===== config.mk =====
export PLATFORM = sky130hd
export DESIGN_NAME = hsl_mulu
export DESIGN_NICKNAME = d
export VERILOG_FILES = /design/src/design/hsl_pkg.sv /design/src/design/hsl_mulu.sv
export SDC_FILE = /design/constraint.sdc
export NUM_CORES = 1
export LEC_CHECK = 0
export ABC_AREA = 1
export BUFFER_PORTS_ARGS = -buffer_cell sky130_fd_sc_hd__buf_2
export CORE_ASPECT_RATIO = 1.1
export CORE_UTILIZATION = 65
export DETAILED_ROUTE_END_ITERATION = 8
export HOLD_SLACK_MARGIN = 0.03
export PLACE_DENSITY = 0.83
export SYNTH_ARGS = -nofsm -noshare
export SYNTH_HDL_FRONTEND = slang
export SYNTH_SLANG_ARGS = --single-unit

===== constraint.sdc =====
create_clock -name clk_i -period 14 [get_ports clk_i]
set_input_delay 0.7 -clock clk_i [delete_from_list [all_inputs] [get_ports clk_i]]
set_output_delay 0.7 -clock clk_i [all_outputs]
set_load 0.1 [all_outputs]

===== src/design/hsl_pkg.sv =====
// ----------------------------------------------------------------------------
// hsl_pkg
// Shared constants and types for the HSL colorize pixel pipeline.
// ----------------------------------------------------------------------------
`default_nettype none

package hsl_pkg;

  // default channel width, unsigned Q0.C
  localparam int unsigned CHANNEL_BITS_DEF = 16;

  // Rec.709 luminance weights, Q0.16, summing to 65536
  localparam logic [15:0] W_RED   = 16'd13933;
  localparam logic [15:0] W_GREEN = 16'd46871;
  localparam logic [15:0] W_BLUE  = 16'd4732;

  // rounding offset for the >>16 of the weighted sum
  localparam logic [15:0] W_HALF  = 16'd32768;

  // saturation reset value before truncation to the channel width
  localparam logic [31:0] SAT_RESET = 32'd32768;

  // register stages from input word to output word
  localparam int unsigned PIPE_DEPTH = 11;

  // configuration register index
  localparam int unsigned CFG_IDX_BITS = 2;

  typedef enum logic [CFG_IDX_BITS-1:0] {
    CFG_HUE   = 2'd0,
    CFG_SAT   = 2'd1,
    CFG_LIGHT = 2'd2
  } hsl_cfg_idx_e;

  // hue sextant class for one output channel
  typedef enum logic [1:0] {
    SEG_RISE,  // m1 ramping up to m2
    SEG_HIGH,  // flat at m2
    SEG_FALL,  // m2 ramping down to m1
    SEG_LOW    // flat at m1
  } hsl_seg_e;

endpackage

`default_nettype wire


===== src/design/hsl_mulu.sv =====
// ----------------------------------------------------------------------------
// hsl_mulu
// Two-stage unit multiply: q = (a*b + one/2) / one, one = 2^C - 1.
// The divide by 2^C - 1 is (x + (x >> C) + 1) >> C, exact while q < 2^C.
// ----------------------------------------------------------------------------
`default_nettype none

module hsl_mulu #(
  parameter int unsigned CHANNEL_BITS = hsl_pkg::CHANNEL_BITS_DEF,
  parameter int unsigned B_BITS       = hsl_pkg::CHANNEL_BITS_DEF
) (
  input  wire logic                    clk_i,
  input  wire logic [1:0]              en_i,
  input  wire logic [CHANNEL_BITS-1:0] a_i,
  input  wire logic [B_BITS-1:0]       b_i,
  output logic      [CHANNEL_BITS-1:0] q_o
);

  localparam int unsigned C  = CHANNEL_BITS;
  localparam int unsigned P  = C + B_BITS;
  localparam int unsigned XW = P + 2;
  localparam logic [C-1:0] ONE = '1;

  logic [P-1:0]  prod_q;
  logic [XW-1:0] x;
  logic [XW-1:0] qsum;
  logic [C-1:0]  q_q;

  // stage 1: product
  always_ff @(posedge clk_i) begin
    if (en_i[0]) prod_q <= P'(a_i) * P'(b_i);
  end

  // stage 2: rounded divide by one
  always_comb begin
    x    = XW'(prod_q) + XW'(ONE >> 1);
    qsum = x + (x >> C) + XW'(1);
  end

  always_ff @(posedge clk_i) begin
    if (en_i[1]) q_q <= qsum[C +: C];
  end

  assign q_o = q_q;

endmodule

`default_nettype wire


Yosys cells after proc, flatten, opt, wreduce, memory -nomap -nowiden
Index checks and enable logic that the tools add are counted.
{ "word_totals": {"reg_bits": 48, "output_inout_bits": 16, "word_cells": 6} }
{ "classes": {"n_addsub": 3, "mul": 1} }
{ "ops": {"columns": ["cell", "n"], "rows": [
  ["adder 32 x 15 -> 33 bit (second input constant)", 1],
  ["adder 32 x 1 -> 32 bit (second input constant)", 1],
  ["adder 32 x 17 -> 32 bit", 1],
  ["multiplier 16 x 16 -> 32 bit", 1]
]} }

Logic depth before layout (Yosys ltp)
Gate-level depths: netlist of run 1.
{ "logic_depth": {"ltp_word": 3, "mapped_depth": 27} }

Worst setup path before layout of run 1
No wires, ideal clock.
{ "synth_timing": {"kind": "input to register", "startpoint": "input a_i[7]", "endpoint": "register prod_q[29] (data pin)", "setup_time_ns": 0.252, "arrival_time_ns": 5.812, "setup_slack_ns": 7.936, "stages": 25, "n_path_buf": 3, "cell_sequence": "clkbuf_1 -> clkbuf_1 -> nand2_1 -> fa_1 -> inv_1 -> fa_1 -> inv_1 -> fa_1 -> inv_1 -> fa_1 -> fa_1 -> inv_1 -> fa_1 -> inv_1 -> ha_1 -> clkbuf_1 -> nand4_1 -> nor3_1 -> nand4_1 -> nand3_1 -> nand2_1 -> o211ai_1 -> nand2_1 -> nand3_1 -> nand2_1"} }
{ "synth_via": {"elab_chain_cells": 1} }
{ "synth_rtl": {"columns": ["item", "line_no", "text"], "rows": [
  ["from (decl)", "hsl_mulu.sv:14", "input wire logic [CHANNEL_BITS-1:0] a_i,"],
  ["multiplier 16 x 16 -> 32 bit", "hsl_mulu.sv:31", "if (en_i[0]) prod_q <= P'(a_i) * P'(b_i);"],
  ["to (signal assigned)", "hsl_mulu.sv:31", null],
  ["to (decl)", "hsl_mulu.sv:24", "logic [P-1:0] prod_q;"]
]} }
No other way between the ends.
A chain may end at the register's enable or synchronous reset.

Worst setup path after layout of run 1
{ "layout_timing": {"startpoint": "input a_i[9]", "endpoint": "register prod_q[24] (data pin)"} }
The elaborated chain is that of the path after synthesis.

==> impl_summary.txt, run 1 <==
----------------------------------------------------
[Outcome]
  Outcome ... finished clean

[CTS]
  Number of clock buffers inserted by TritonCTS ... 5
  Post-CTS Hold Fix Bufs ... 0
  CTS max path bufs ... 2
  Postcts setup bufs ... 0
  CTS tree ... yes
  Clock input transition at the sequential cells of the worst setup and hold paths ... around 0.07 ns
  Total of cells resized after clock tree synthesis ... 0
  Max H-tree Level ... 2
  Sink count of the clock tree ... 48
  Cell at the root of the clock tree ... sky130_fd_sc_hd__clkbuf_16
  Clock latency at the later pin of the worst-skew pair ... just under 0.3 ns

[Layout]
  Number of filler instances in the final layout ... 1,554
  Number of diodes ... 0
  Fraction of final layout cells sized beyond drive strength 1 ... under 10%
  Storage element area ... 1441 um2
  Most used cells in the layout excluding fill and tap cells ... 451 x sky130_fd_sc_hd__nand2_1, 429 x sky130_fd_sc_hd__inv_1, 194 x sky130_fd_sc_hd__fa_1
  Area growth from synthesis to layout ... 3.504%
  Commonest non-fill, non-tap cell in the layout ... sky130_fd_sc_hd__nand2_1
  Total Nets Final ... about 2,000
  Multi-input gate area ... slightly above 9000 um2
  Final design instance area without fill ... between 10,000 and 15,000 um2

[Setup path]
  Arr. time, crit path ... between 6 and 7 ns
  Critical-path cell list ... buf_2 > nand2_1 > fa_1 > fa_1 > fa_1 > fa_1 > inv_1 > fa_1 > inv_1 > fa_1 > inv_1 > ha_1 > a21oi_1 > o21ai_0 > o21bai_1 > a21boi_0 > o21ai_0 > nand2_1 > nand2_1 > xor2_1
  End of the critical path ... prod_q[24]
  Worst r2r src ... prod_q[14]
  Critical path peak fanout ... 16
  R2r worst-path depth ... 20
  Endpoint of the most critical register-to-register path ... q_o[13]
  Critical Path Max Stage Delay ... approximately 0.55 ns
  Setup CP Type ... in -> reg
  Standard cell with the maximum stage delay on the critical path ... sky130_fd_sc_hd__fa_1
  CP startpoint kind ... primary input
  Worst reg2reg setup slack ... 10.34 ns
  Worst path required time ... around 14 ns
  Endpoint kind of the worst setup timing path ... flop
  CP most frequent cell ... sky130_fd_sc_hd__fa_1
  Worst setup path startpoint ... a_i[9]

[Timing]
  Slew of the pin with the lowest slew margin ... 0.7542 ns
  RSZ-0062 raised after global routing ... no
  Setup-failing EPs final ... 0
  Hold violation count in the final report ... 0
  Worst slew margin ... between 40% and 50%
  Fin. max-slew vios ... 0
  Clock skew ... between 0.01 and 0.015 ns
  Final Critical Period ... slightly above 6 ns
  Maximum achievable frequency ... 0.1653 GHz
  TNS Setup ... 0 ns
  Final worst-path cycle share ... a little over two fifths

[Synthesis]
  Count of cell types in the netlist ... 40
  Synth Warn # ... 0
  Proportion of synthesized chip area in sequential cells ... between 10% and 20%
  Leading cell types by total area after synthesis ... sky130_fd_sc_hd__fa_1 31%, sky130_fd_sc_hd__nand2_1 14%, sky130_fd_sc_hd__inv_1 13%
  Summed instance area of the synthesized netlist ... around 13,000 um2
  Flops & latches, synth ... between 40 and 50
  Top-area cell type share of the netlist area ... ~31%
  Dominant cell type by area after synthesis ... sky130_fd_sc_hd__fa_1
  Net count of the mapped netlist ... roughly 2,000
  Average instance area after synthesis ... approximately 7.5 um2
  Synthesized instance count ... about 1,700

[Place]
  GP Congestion ... 0.9043
  Number of port buffers ... 50
  Placed cell area ... 12,830 um2
  Total half-perimeter wirelength after legalization and detailed placement ... roughly 24,000 um

[Floorplanning]
  Boundary Pins ... 51
  # rows ... 52
  Effective utilization at floorplan ... 67.35%
  Die outline width ... approximately 130 um
  Vertical die dimension ... roughly 150 um
  Core region area ... approximately 19,000 um2
  Area enclosed by the die boundary ... roughly 20,000 um2

[Global route]
  Met1 Track Usage GR ... 39.34%
  Total track usage ... between 30% and 40%
  Number of global-route vias before repair ... 10,630
  Routing usage on met2 ... between 50% and 60%
  Global routing met3 resource utilization ... 3.326%
  Initial antenna violation count ... 0
  Total congestion overflow ... 0
  Grt peak-use layer ... met2
  Largest net degree at the start of global routing ... 33
  Wire length of the first global-routing pass ... between 40,000 and 50,000 um

[Route]
  Number of search-and-repair iterations in the first detailed-routing pass ... 5
  Wirelength per Cell ... roughly 15 um
  Number of nets with antenna violations after routing ... 0
  Initial DRC Count ... a little over 700
  Number of vias after detailed routing ... a little over 10,000
  DRC violation count after routing ... 0
  Total wire length after detailed routing ... a little under 30,000 um
  Routed via count divided by cell count ... roughly 5.4

[Job]
  Max-cap violations ... 0

[Min path]
  Worst min-delay path class ... reg -> reg

----------------------------------------------------
[per-layer routing]
metal	vias to the layer above	wire length, um
met2	403	14980
li1	4873	-
met1	4866	11430
met5	-	0
met3	77	2037
met4	0	914
[worst max-delay path: cells and delay by family]
kind	cells	cell delay [ns]
and+or+nand+nor	3	0.32
xor gates and xnor gates	1	0.15
adders and majority gates	7	3.37
AOI/OAI and AO/OA	5	1.05
buffers and inverters	4	0.48
[cell usage after synthesis (all sizes together)]
| library cell | count |
|---|---|
| a21boi | 3 |
| nor2 | 105 |
| nand3 | 40 |
| nor3 | 9 |
| o21ai | 18 |
| clkbuf | 66 |
| nand3b | 3 |
| nand2 | 471 |
| a221oi | 1 |
| o211ai | 3 |
| clkinv | 1 |
| buf | 1 |
| o211a | 1 |
| edfxtp | 48 |
| xnor2 | 15 |
| o2111ai | 1 |
| o21bai | 4 |
| a211oi | 2 |
| a31oi | 3 |
| a211o | 1 |
| a21oi | 50 |
| ha | 121 |
| xor2 | 36 |
| nand4 | 22 |
| nor4 | 1 |
| inv | 439 |
| o21a | 1 |
| o22ai | 1 |
| a21o | 3 |
| fa | 194 |
[worst min path at each step]
stage	startpoint	slack (ns)	to	cells after the start
after floorplan	prod_q[31]	0.67	q_o[15]	3
after global placement	prod_q[31]	0.76	q_o[15]	3
after detailed placement	prod_q[31]	0.76	q_o[15]	3
after CTS	prod_q[31]	0.77	q_o[15]	3
after global routing	prod_q[31]	0.82	q_o[15]	3
final	prod_q[31]	0.78	q_o[15]	3
[through the flow]
stage	hold slack, ns	util [%]	setup WS (ns)	std cells
after floorplan	0.6745	-	7.936	1664
after global placement	0.7556	68.97	7.859	1890
after detailed placement	0.7564	68.97	7.620	1890
after CTS	0.7658	69.71	7.917	1897
after global routing	0.8227	69.71	7.755	1897
final	0.7830	69.71	7.951	1897
[flip-flops by register name, indices dropped and copies added (netlist names)]
name    count
prod_q     32
q_o        16
[area by class of cell]
class / instances / area share, %
sequential: 48 / 11.11
timing repair buffer: 50 / 1.929
tap: 243 / 2.344
multi-input combinational: 1109 / 70.82
clock buffer: 5 / 0.9646
clock inverter: 2 / 0.09646
inverter: 440 / 12.73
[logic make-up after synthesis]
logic type | Yosys count | synth area share (%)
AO/OA/AOI/OAI | 92 | 4.253
AND/OR/NAND/NOR | 651 | 22.41
adder cells (fa/ha/maj) | 315 | 43.07
XOR/XNOR | 51 | 3.564
flip-flops | 48 | 11.50
buffers and inverters | 507 | 15.20
Power of run 1 is left out: the tool's default activity adds up to more than one toggle a clock period on the data nets, which glitch-free logic cannot reach.
==> run 2: changes to the inputs <==
- clock period: 14 -> 6.2 ns (I/O delays scaled with it)
==> run 2 against run 1 <==
  * Sequential cell count stayed put
  * Sequential share of layout area about the same
  * Global-route usage rose by 0.27 points
  * Routed wire length is 0.71% higher
  * Setup slack lost 7.3 ns
  * Largest cell class unchanged
  * Utilization increased by 0.094 points
  * Design area rose by 0.13%
  * Worst hold slack worse by 0.34 ns
  * Register-to-register slack lost 7.8 ns
  * First-iteration DRC count grew 2.0%
  * Via count is 0.77% higher
  * Highest routed layer unchanged
  * Non-clock buffer count increased by 2
==> impl_summary.txt, run 2 (synthesis gave the netlist of run 1 again) <==
----------------------------------------------------
[Outcome]
  Outcome ... finished clean

[Setup path]
  Worst r2r src ... prod_q[14]
  Worst path required time ... between 6 and 7 ns
  Critical-path cell list ... buf_2 > nand2_1 > fa_1 > fa_1 > fa_1 > fa_1 > inv_1 > fa_1 > inv_1 > fa_1 > inv_1 > ha_1 > a21oi_1 > o21ai_0 > o21bai_1 > a21boi_0 > o21ai_0 > nand2_1 > nand2_1 > xor2_1
  Worst reg2reg setup slack ... about 2.5 ns
  Setup CP Type ... in -> reg
  Arr. time, crit path ... 5.60 ns
  R2r worst-path depth ... 20
  Critical Path Max Stage Delay ... 0.58 ns
  Endpoint of the most critical register-to-register path ... q_o[13]
  Critical path peak fanout ... 16
  Standard cell with the maximum stage delay on the critical path ... sky130_fd_sc_hd__fa_1
  Endpoint kind of the worst setup timing path ... flop
  CP most frequent cell ... sky130_fd_sc_hd__fa_1
  CP startpoint kind ... primary input

[CTS]
  Sink count of the clock tree ... 48
  Number of clock buffers inserted by TritonCTS ... 5
  Total of cells resized after clock tree synthesis ... 0
  Post-CTS Hold Fix Bufs ... 0
  CTS max path bufs ... 2
  Cell at the root of the clock tree ... sky130_fd_sc_hd__clkbuf_16
  Postcts setup bufs ... 0
  CTS tree ... yes
  Clock latency at the later pin of the worst-skew pair ... around 0.29 ns
  Max H-tree Level ... 2
  Clock input transition at the sequential cells of the worst setup and hold paths ... about 0.070 ns

[Floorplanning]
  Die outline width ... 134.4 um
  Area enclosed by the die boundary ... 19,840 um2
  Boundary Pins ... between 50 and 60
  Vertical die dimension ... ~150 um
  # rows ... 52
  Effective utilization at floorplan ... 67.35%
  Core region area ... roughly 19,000 um2

[Min path]
  Hold path cells ... 1
  End of the worst hold path ... q_o[12]
  Worst min-delay path class ... in -> reg
  Worst min-delay path startpoint ... en_i[1]

[Route]
  DRC violation count after routing ... 0
  Total wire length after detailed routing ... a little under 30,000 um
  Number of search-and-repair iterations in the first detailed-routing pass ... 5
  Number of vias after detailed routing ... approximately 10,000
  Number of nets with antenna violations after routing ... 0
  Initial DRC Count ... 721
  Routed via count divided by cell count ... between 5 and 6
  Wirelength per Cell ... about 16 um

[Layout]
  Number of filler instances in the final layout ... roughly 1,600
  Fraction of final layout cells sized beyond drive strength 1 ... under 10%
  Reg with most FFs ... prod_q
  Area growth from synthesis to layout ... 3.644%
  Total Nets Final ... 2,006
  Filler-free cell count of the finished design ... 1,900
  Most used cells in the layout excluding fill and tap cells ... 451 x sky130_fd_sc_hd__nand2_1, 429 x sky130_fd_sc_hd__inv_1, 194 x sky130_fd_sc_hd__fa_1
  Number of diodes ... 0
  Multi-input gate area ... 9186 um2
  Flip-flop count of the largest register, all copies and words added ... 32
  Finished Core Util ... a little over two thirds
  Commonest non-fill, non-tap cell in the layout ... sky130_fd_sc_hd__nand2_1
  Storage element area ... between 1000 and 1500 um2

[Timing]
  Hold violation count in the final report ... 0
  Setup-failing EPs final ... 0
  Fin. max-slew vios ... 0
  Post-route worst setup slack ... around 0.63 ns
  Maximum achievable frequency ... ~0.18 GHz
  Slew of the pin with the lowest slew margin ... about 0.74 ns
  Worst slew margin ... about half
  Final Critical Period ... between 5 and 6 ns
  TNS Setup ... 0 ns
  Final worst-path cycle share ... between 80% and 90%
  RSZ-0062 raised after global routing ... no
  Clock skew ... around 0.0048 ns

[Place]
  GP Congestion ... just over 0.9
  Placed cells ... 1,892
  Setup slack after placement ... ~0.35 ns
  Total half-perimeter wirelength after legalization and detailed placement ... 24,730 um
  Number of port buffers ... 50

[Job]
  Max-cap violations ... 0

[Global route]
  Total congestion overflow ... 0
  Number of global-route vias before repair ... between 10,000 and 15,000
  Total track usage ... around a third
  Largest net degree at the start of global routing ... 33
  Initial antenna violation count ... 0
  Wire length of the first global-routing pass ... 49,240 um

----------------------------------------------------
## run 2: changes by cell type in the layout (fill, tap and decap cells not counted)
cell                         previous run  this run
sky130_fd_sc_hd__clkinv_4               1         0
sky130_fd_sc_hd__buf_4                  0         2
sky130_fd_sc_hd__clkbuf_1               0         1
sky130_fd_sc_hd__clkinvlp_4             0         1
## run 2: worst max path at each step
| stage | start | endpoint | slack [ns] | depth (start not counted) |
|---|---|---|---|---|
| final | a_i[9] | prod_q[24] | 0.63 | 20 |
| after global routing | a_i[9] | prod_q[28] | 0.35 | 21 |
| after CTS | a_i[9] | prod_q[28] | 0.65 | 21 |
| after detailed placement | a_i[9] | prod_q[28] | 0.35 | 21 |
| after global placement | b_i[7] | prod_q[29] | 0.49 | 23 |
| after floorplan | a_i[7] | prod_q[29] | 0.53 | 25 |
## run 2: worst max-delay path, delay by kind of cell
family                   cells  cell delay (ns)
AND/OR/NAND/NOR              3             0.29
buffers and inverters        4             0.50
AO/OA/AOI/OAI                5             0.96
adder cells (fa/ha/maj)      7             3.38
XOR/XNOR                     1             0.15
## run 2: layout make-up
class | instances | area share (%)
Multi-Input combinational cell | 1109 | 70.73
Inverter | 440 | 12.72
Sequential cell | 48 | 11.10
Tap cell | 243 | 2.341
Timing Repair Buffer | 52 | 2.042
Clock buffer | 6 | 0.9922
Clock inverter | 2 | 0.08670
## run 2: through the flow
step | hold WS [ns] | cell area (um2)
final | 0.4434 | 12990
after CTS | 0.4495 | 12990
after floorplan | 0.4225 | 12530
after global placement | 0.7340 | 12850
after detailed placement | 0.7456 | 12850
after global routing | 0.4622 | 12990
## run 2: routing by layer
layer  routed length, um  vias up  GRT usage [%]
met3                1939       76          3.155
met5                   0        -              0
met4                 790        0          8.876
met2               15380      393          57.51
li1                    -     4874              -
met1               11460     4955          39.53
Power of run 2 is left out for the same reason.
==> run 3: changes to the inputs <==
==> constraint.sdc (replaced) <==
create_clock -name clk_i -period 6.2 [get_ports clk_i]
set_input_delay 0.93 -clock clk_i [delete_from_list [all_inputs] [get_ports clk_i]]
set_output_delay 0.93 -clock clk_i [all_outputs]
set_load 0.1 [all_outputs]
==> run 3 against run 2 <==
  * Design area grew 3.1%
  * Utilization grew 2.1 points
  * Register-to-register slack lost 0.10 ns
  * Critical path type unchanged
  * Via count grew 2.2%
  * Fmax shrank 6.9%
  * Critical endpoint is now prod_q[29]
  * Final cell count grew 2.5%
==> impl_summary.txt, run 3 (synthesis gave the netlist of run 1 again) <==
----------------------------------------------------
[Layout]
  Number of filler instances in the final layout ... roughly 1,500
  Total Nets Final ... 2,054
  Area growth from synthesis to layout ... 6.819%
  Fraction of final layout cells sized beyond drive strength 1 ... around a tenth
  Final design instance area without fill ... roughly 13,000 um2
  Commonest non-fill, non-tap cell in the layout ... sky130_fd_sc_hd__nand2_1
  Flip-flop count of the largest register, all copies and words added ... 32
  Number of diodes ... 0
  Most used cells in the layout excluding fill and tap cells ... 451 x sky130_fd_sc_hd__nand2_1, 429 x sky130_fd_sc_hd__inv_1, 194 x sky130_fd_sc_hd__fa_1
  Reg with most FFs ... prod_q

[Floorplanning]
  Area enclosed by the die boundary ... roughly 20,000 um2
  Effective utilization at floorplan ... around two thirds
  # rows ... 52
  Core region area ... approximately 19,000 um2
  Boundary Pins ... between 50 and 60
  Die outline width ... between 100 and 150 um
  Vertical die dimension ... 147.6 um

[Min path]
  Worst min-delay path class ... reg -> reg
  End of the worst hold path ... q_o[15]
  Hold path cells ... 3
  Worst min-delay path startpoint ... prod_q[31]

[Timing]
  Post-route worst setup slack ... about 0.22 ns
  Worst slack on hold paths ... between 0.7 and 0.8 ns
  Clock skew ... 0.005447 ns
  Slew of the pin with the lowest slew margin ... 0.7315 ns
  Maximum achievable frequency ... approximately 0.17 GHz
  Setup-failing EPs final ... 0
  RSZ-0062 raised after global routing ... no
  Hold violation count in the final report ... 0
  Final Critical Period ... about 6.0 ns
  Final worst-path cycle share ... a little over nine tenths
  Worst slew margin ... ~51%
  Fin. max-slew vios ... 0

[Global route]
  Total congestion overflow ... 0
  Initial antenna violation count ... 0
  Total track usage ... roughly a third
  Largest net degree at the start of global routing ... 33
  Number of global-route vias before repair ... about 11,000
  Wire length of the first global-routing pass ... just under 50,000 um

[CTS]
  CTS tree ... yes
  Max H-tree Level ... 2
  Clock latency at the later pin of the worst-skew pair ... 0.29 ns
  Number of clock buffers inserted by TritonCTS ... 5
  CTS max path bufs ... 2
  Sink count of the clock tree ... 48
  Cell at the root of the clock tree ... sky130_fd_sc_hd__clkbuf_16
  Clock input transition at the sequential cells of the worst setup and hold paths ... 0.06 ns

[Setup path]
  Standard cell with the maximum stage delay on the critical path ... sky130_fd_sc_hd__fa_1
  Endpoint of the most critical register-to-register path ... q_o[13]
  CP most frequent cell ... sky130_fd_sc_hd__fa_1
  Critical Path Max Stage Delay ... ~0.55 ns
  CP startpoint kind ... primary input
  R2r worst-path depth ... 18
  Worst reg2reg setup slack ... roughly 2.4 ns
  Endpoint kind of the worst setup timing path ... flop
  Worst r2r src ... prod_q[15]
  Critical-path cell list ... buf_2 > buf_4 > nand2_1 > fa_1 > inv_1 > fa_1 > fa_1 > fa_1 > fa_1 > inv_1 > fa_1 > inv_1 > ha_2 > nand2_1 > nor3_2 > nand4_1 > nand3_1 > nand2_1 > o211ai_1 > nand2_1 > nand3_1 > nand2_1
  Critical path peak fanout ... 11
  Arr. time, crit path ... just over 6 ns
  Setup CP Type ... in -> reg
  Worst path required time ... 6.25 ns

[Route]
  Number of search-and-repair iterations in the first detailed-routing pass ... 6
  DRC violation count after routing ... 0
  Initial DRC Count ... ~760
  Routed via count divided by cell count ... between 5 and 6
  Wirelength per Cell ... around 15 um
  Number of vias after detailed routing ... around 11,000
  Total wire length after detailed routing ... 29,600 um
  Number of nets with antenna violations after routing ... 0

[Place]
  Number of port buffers ... 50
  GP Congestion ... about 1.0
  Placed cell area ... ~13,000 um2
  Setup slack after placement ... -0.1857 ns
  Total half-perimeter wirelength after legalization and detailed placement ... approximately 26,000 um

[Job]
  Max-cap violations ... 0

[Outcome]
  Outcome ... finished clean

----------------------------------------------------
[run 3: cell count changes in the layout (fill, tap and decap cells not counted), moves of 2 or more]
cell / before / now
sky130_fd_sc_hd__ha_1: 121 / 119
sky130_fd_sc_hd__nor3_1: 9 / 7
sky130_fd_sc_hd__a21oi_2: 0 / 3
sky130_fd_sc_hd__clkbuf_4: 0 / 6
sky130_fd_sc_hd__nor3_2: 0 / 2
sky130_fd_sc_hd__buf_4: 2 / 50
sky130_fd_sc_hd__buf_2: 50 / 44
sky130_fd_sc_hd__a21oi_1: 49 / 46
sky130_fd_sc_hd__ha_2: 0 / 2
[run 3: area by class of cell]
cell class | count | area (um2) | area share, %
Multi-Input combinational cell | 1109 | 9213 | 68.82
Sequential cell | 48 | 1441 | 10.77
Inverter | 440 | 1652 | 12.34
Timing Repair Buffer | 100 | 640.6 | 4.785
Tap cell | 243 | 304.0 | 2.271
Clock buffer | 7 | 132.6 | 0.9907
Clock inverter | 1 | 3.754 | 0.02804
[run 3: worst max-delay path by stage]
| stage | from | end | slack [ns] | depth (start not counted) |
|---|---|---|---|---|
| final | a_i[8] | prod_q[29] | 0.22 | 22 |
| after global routing | a_i[10] | prod_q[29] | 0.008 | 22 |
| after floorplan | a_i[7] | prod_q[29] | 0.006 | 25 |
| after detailed placement | b_i[7] | prod_q[25] | -0.19 | 22 |
| after global placement | b_i[7] | prod_q[31] | -0.07 | 20 |
| after CTS | b_i[7] | prod_q[25] | 0.11 | 22 |
[run 3: worst max-delay path, delay by kind of cell]
| kind | cells | cell delay, ns |
|---|---|---|
| compound gates | 1 | 0.11 |
| fa+ha+maj | 7 | 3.31 |
| buf+inv | 5 | 0.60 |
| simple gates | 9 | 1.06 |
[run 3: per-layer routing]
metal	track usage (%)	share of wire, %
met5	0	0
met2	56.66	51
met3	3.052	5.9
met1	38.36	39
met4	13.60	4.1
[run 3: through the flow]
step                      util [%]  TNS [ns]  cells
after global routing         71.94         0   1948
after CTS                    71.72         0   1948
after global placement       70.99   -0.2353   1940
after floorplan                  -         0   1664
final                        71.94         0   1948
after detailed placement     70.99   -0.7407   1940
[run 3: repair_timing]
action	CTS	global route
gates resized for setup	0	15
hold buffers	0	0
endpoints found under the setup margin	0	6
endpoints found under the hold margin	0	0
setup buffers	0	0
Power of run 3 is left out for the same reason.
